**src/nllc_pkg.sv**
```systemverilog
// ----------------------------------------------------------------------------
// nllc_pkg: shared definitions for the newline index and line/column lookup
// Sizes, character codes, operation codes, controller states and the
// command and status groups that join the controller to the datapath.
// ----------------------------------------------------------------------------
package nllc_pkg;

  localparam int OFFSET_BITS = 24;
  localparam int MAX_BREAKS  = 4096;
  localparam int IDX_BITS    = $clog2(MAX_BREAKS);
  localparam int COUNT_BITS  = $clog2(MAX_BREAKS + 1);
  localparam int ENTRY_BITS  = OFFSET_BITS + 1;

  localparam int OP_W     = 2;
  localparam int BYTE_W   = 8;
  localparam int QUERY_W  = 24;
  localparam int LINE_W   = 13;
  localparam int COLUMN_W = 25;

  localparam logic [BYTE_W-1:0] CHAR_LF = 8'h0A;
  localparam logic [BYTE_W-1:0] CHAR_CR = 8'h0D;

  typedef enum logic [OP_W-1:0] {
    OP_BYTE  = 2'd0,
    OP_END   = 2'd1,
    OP_QUERY = 2'd2,
    OP_CLEAR = 2'd3
  } op_e;

  typedef enum logic [1:0] {
    ST_IDLE  = 2'd0,
    ST_CHECK = 2'd1,
    ST_CMP   = 2'd2,
    ST_FIN   = 2'd3
  } state_e;

  typedef struct packed {
    logic ingest;
    logic start_search;
    logic rd_mid;
    logic step_cmp;
    logic rd_prev;
    logic load_out;
  } ctrl_cmd_t;

  typedef struct packed {
    logic lo_lt_hi;
    logic lo_zero;
    logic out_free;
  } dp_status_t;

endpackage

```
**src/nllc_ctrl.sv**
```systemverilog
// ----------------------------------------------------------------------------
// nllc_ctrl: sequencing of item intake and the binary search
// Takes items while idle, then steps the search one probe at a time.
// ----------------------------------------------------------------------------
module nllc_ctrl (
  input  logic                    clk_i,
  input  logic                    rst_ni,
  input  logic                    in_valid_i,
  input  logic [nllc_pkg::OP_W-1:0] operation_i,
  input  nllc_pkg::dp_status_t    status_i,
  output nllc_pkg::ctrl_cmd_t     cmd_o,
  output logic                    in_stall_o
);
  import nllc_pkg::*;

  state_e state_q, state_d;

  always_ff @(posedge clk_i or negedge rst_ni) begin
    if (!rst_ni) begin
      state_q <= ST_IDLE;
    end else begin
      state_q <= state_d;
    end
  end

  always_comb begin
    state_d    = state_q;
    cmd_o      = '0;
    in_stall_o = (state_q != ST_IDLE);
    unique case (state_q)
      ST_IDLE: begin
        if (in_valid_i) begin
          if (op_e'(operation_i) == OP_QUERY) begin
            cmd_o.start_search = 1'b1;
            state_d            = ST_CHECK;
          end else begin
            cmd_o.ingest = 1'b1;
          end
        end
      end
      ST_CHECK: begin
        if (status_i.lo_lt_hi) begin
          cmd_o.rd_mid = 1'b1;
          state_d      = ST_CMP;
        end else begin
          // The entry just before the found break gives the line start.
          cmd_o.rd_prev = !status_i.lo_zero;
          state_d       = ST_FIN;
        end
      end
      ST_CMP: begin
        cmd_o.step_cmp = 1'b1;
        state_d        = ST_CHECK;
      end
      ST_FIN: begin
        if (status_i.out_free) begin
          cmd_o.load_out = 1'b1;
          state_d        = ST_IDLE;
        end
      end
      default: begin
        state_d = ST_IDLE;
      end
    endcase
  end

endmodule

```
**config.mk**
```make
export PLATFORM = sky130hd
export DESIGN_NAME = nllc_ctrl
export DESIGN_NICKNAME = d
export VERILOG_FILES = /design/src/nllc_pkg.sv /design/src/nllc_ctrl.sv
export SDC_FILE = /design/constraint.sdc
export NUM_CORES = 1
export LEC_CHECK = 0
export ABC_AREA = 0
export ABC_CLOCK_PERIOD_IN_PS = 900
export BUFFER_PORTS_ARGS = -buffer_cell sky130_fd_sc_hd__buf_4
export CAP_MARGIN = 20
export CORE_AREA = 2 2 39 41
export CTS_CLUSTER_SIZE = 14
export DETAILED_ROUTE_END_ITERATION = 10
export DIE_AREA = 0 0 41 43
export PLACE_DENSITY_LB_ADDON = 0.05
export RECOVER_POWER = 50
export SYNTH_ARGS = -nofsm -noshare
export SYNTH_HDL_FRONTEND = slang
export SYNTH_SLANG_ARGS = --single-unit
```
**constraint.sdc**
```tcl
create_clock -name clk_i -period 0.9 [get_ports clk_i]
set_clock_uncertainty 0.05 [all_clocks]
set_input_delay 0.18 -clock clk_i [delete_from_list [all_inputs] [get_ports clk_i]]
set_output_delay 0.18 -clock clk_i [all_outputs]
set_load 0.01 [all_outputs]
```
=== Word level (Yosys, flattened, before mapping) ===
Index checks and enable logic that the tools add are counted.

* Equal/unequal tests: 7
* Multiplexer cells: 16
* Reductions and logical operators: 4

{| class="wikitable"
|+ Operators by type and width
! operator !! count
|-
| two-way mux 1 bit || 10
|-
| two-way mux 2 bit || 5
|-
| case mux 2 bit (4 select lines) || 1
|-
| equality test 2 bit, second input constant || 3
|-
| != test 2 bit, second input constant || 3
|-
| AND reduction 3 bit || 1
|-
| equality test 2 x 1 -> 1 bit, second input constant || 1
|-
| logical NOT 2 bit || 1
|-
| nonzero test 2 bit || 1
|-
| logical NOT 1 bit || 1
|}

* Bits in registers: 2
* Input bits: 8
* Output and inout port bits: 7
* Logic and storage cells: 28

=== Depth between registers and ports, before layout ===
* Depth after elaboration: 4
* Mapped depth: 2
* Mapped depth without buffers: 2

=== Worst setup path after synthesis ===
No wires, ideal clock.

* Path type: reg2out
* Start: register state_q[1]
* End: output port cmd_o[1] (netlist bit)
* Arrival time: 0.926 ns
* Data required time: 0.670 ns
* Path slack: -0.256 ns
* Cell stages (with the launch flop): 2
* Buffers on the path: 0
* Cell sequence: dfrtp_1 nor4b_1

{| class="wikitable"
|+ RTL lines
! element !! RTL line !! text
|-
| start: declaration || nllc_ctrl.sv:16 || <nowiki>state_e state_q, state_d;</nowiki>
|-
| start signal: assignment || nllc_ctrl.sv:22 || <nowiki>state_q <= state_d;</nowiki>
|-
| end: declaration || nllc_ctrl.sv:11 || <nowiki>output nllc_pkg::ctrl_cmd_t cmd_o,</nowiki>
|}

==> impl_results.md <==
- IR drop worst, VDD: 0.741 mV
- Req. time, crit path: around 0.67 ns
- Die area: ~0.0018 mm^2
- WP buf/inv: 1
- Reg2reg path depth: 3
- Worst reg2reg endpoint: state_q[0]
- PwrDens: between 2000 and 3000 mW/mm^2
- Area leader, netlist: dfrtp_1
- Outcome: complete, but fails checks
- Setup CP Type: register to output port
- WP data arrival: 1.12 ns
- GR Util All Layers: ~7%
- Final #Nets: 46
- Ys Warns: 0
- Crit share post-route: 150%
- Syn Nets: 23
- First-pass GRT wire length: slightly below 800 um
- Max reg flops: 2
- Slowest stage cell, crit path: dfrtp_2
- Gpl congestion: between 0.6 and 0.7
- CTS tree: done
- Post-synth top cells: and3_1 (2), dfrtp_1 (2), nor4b_1 (2)
- Die H: between 40 and 50 um
- Final worst path period need: roughly 1.4 ns
- Clock latency on the worst-skew pair: between 0.2 and 0.25 ns
- RR Startpoint: state_q[1]
- CP delay by family, top: flip-flops
- Critical-path cell list: nor4b_4, buf_4
- CP Capture Type: output port
- Final instance area: about 380 um^2
- Area contributors post-synth: dfrtp_1 (33%), nor4b_1 (11%), mux2_4 (9.8%), a22oi_2 (8.2%), and3_1 (8.2%)
- I/O Pins: 15
- DRC errors left: 0
- Final Util: roughly 27%
- Maximum root-to-sink buffer count: 2
- RSZ-0062 raised after global routing: yes
- Max frequency: around 0.74 GHz
- Worst setup SP type: register
- H-Tree Depth: 1
- Placed cells: 47
- Cells after synthesis: 15
- Wire length per cell: between 10 and 15 um
- Slew Limit Fails: 0
- EDFF count, synth: 0
- Endpoints failing hold: 0
- Worst R2R Setup Slack: -0.31 ns
- Hold endpoint: state_q[1]
- Slew @ Worst Pin: roughly 0.23 ns
- Total CTS buffers: 3
- CP max stage delay: about 0.48 ns
- Crit path max fanout: 8
- Antenna Nets Post-Route: 0
- Clock slew at reported path FFs: about 0.03 ns
- Hold Crit Depth: 2
- Ys flop type: dfrtp_1
- Relative slew slack: 84.6%
- Hold path startpoint: status_i[0]
- First drt pass iteration count: 1
- Seq/Total Area, Yosys: between 30% and 40%
- Min Hold Slack: 0.118 ns
- Worst hold path class: input port to register
- Grt total ovfl: 0
- Post-Route WL: ~550 um
- Final setup viols: 8
- Via count: 200
- Detailed Route Iter0 Violations: 0
- Largest reg by FF count: state_q
- Root Driver: clkbuf_4
- Synthesized area: 153 um^2
- Initial antenna violation count: 0
- Antenna fix cells: 0
- Layout Cells excl Fill: 52
- Top-area cell type share of the netlist area: between 30% and 40%
- Max Cap Viol: 0
- Failing checks: negative setup slack
- Total clock sinks: 2
- Via-to-Cell Ratio: a little under 4
- Largest net degree at the start of global routing: 9
- Leak pwr: 0.181 nW
- Syn Area/Cell: about 10 um^2
- Die X-Extent: 41 um
- Placed Area: about 330 um^2
- Detailed-placement wirelength estimate: a little under 400 um
- Largest registers: state_q: 2 flops
- P&R area growth vs syn: 147%
- Core area: roughly 0.0014 mm^2
- Synth cell types: 12
- Buffers on Ports: 14
- Vias in the first global route: ~200
- Yosys reg bits: 2
- Cell row count: 14
- Setup TNS: -3.07 ns
- Initial core utilization: 11.0%
- Setup WS post-layout: -0.452 ns
- Post-synthesis async set-or-reset flop share: 100%
- Layout cells sized above 1: ~75%
[metal layers]
layer / part of all wire, % / GRT usage [%] / up-vias
met1: 41 / 7.30 / 93
met3: 5.1 / 3.14 / 0
li1: - / - / 100
met4: 0 / 6.00 / 0
met2: 53 / 9.69 / 7
met5: 0 / 0 / -
[logic make-up (layout without fill, tap and decap cells)]
group                  count (synthesis)  in the layout  share of synthesized area, %
buffers and inverters                  1             22                          2.46
multiplexers                           1              1                          9.83
AO/OA/AOI/OAI                          2              2                          13.1
flip-flops                             2              2                          32.8
AND/OR/NAND/NOR                        9              9                          41.8
[where the power goes]
group / internal (W) / leakage (nW) / total [W] / switching (W)
combinational: 0.000377 / 0.146 / 0.000556 / 0.000179
clock: 0.000147 / 0.0138 / 0.000199 / 0.0000520
sequential: 0.000146 / 0.0213 / 0.000305 / 0.000159
[layout make-up]
class	count	area, um^2
well taps	16	20.0
clock buffers	3	22.5
inverters	1	3.75
fillers	149	1010
repair buffers	18	141
flip-flops and latches	2	52.6
multi-input cells	12	136
[worst reg2reg max path, delay by kind of cell, from the launching register on]
family	cells	cell delay, ns
flops	1	0.48
buf+inv	1	0.17
mux	1	0.29
compound gates	1	0.14
[worst max-delay path by stage]
stage / startpoint / endpoint / slack, ns / cells after the start
4_1_cts: state_q[1] / cmd_o[4] / -0.48 / 2
2_1_floorplan: state_q[1] / state_q[0] / -0.13 / 2
3_5_place_dp: state_q[1] / cmd_o[1] / -0.25 / 2
3_3_place_gp: state_q[1] / cmd_o[1] / -0.24 / 2
6_report: state_q[1] / cmd_o[4] / -0.45 / 2
5_1_grt: state_q[1] / cmd_o[4] / -0.50 / 2
[through the flow]
step / power (W) / setup slack (ns)
5_1_grt: 0.00113 / -0.503
2_1_floorplan: 0.000505 / -0.133
3_5_place_dp: 0.000787 / -0.248
3_3_place_gp: 0.000785 / -0.238
6_report: 0.00106 / -0.452
4_1_cts: 0.00101 / -0.479
[timing repair]
item	CTS	global route
pin swaps	1	0
hold buffers	1	0
gates resized for setup	1	2
setup buffers	0	1
setup endpoints to repair	8	8
hold endpoints to repair	2	0
[layout by cell type, fill, tap and decap left out, drive strengths merged, types with 2 or more instances in the layout]
| cell type | synthesis | layout |
|---|---|---|
| buf | 0 | 16 |
| clkbuf | 0 | 4 |
| and3 | 2 | 2 |
| dfrtp | 2 | 2 |
| nor4b | 2 | 2 |
No activity file was read; power rests on OpenSTA's default activity.
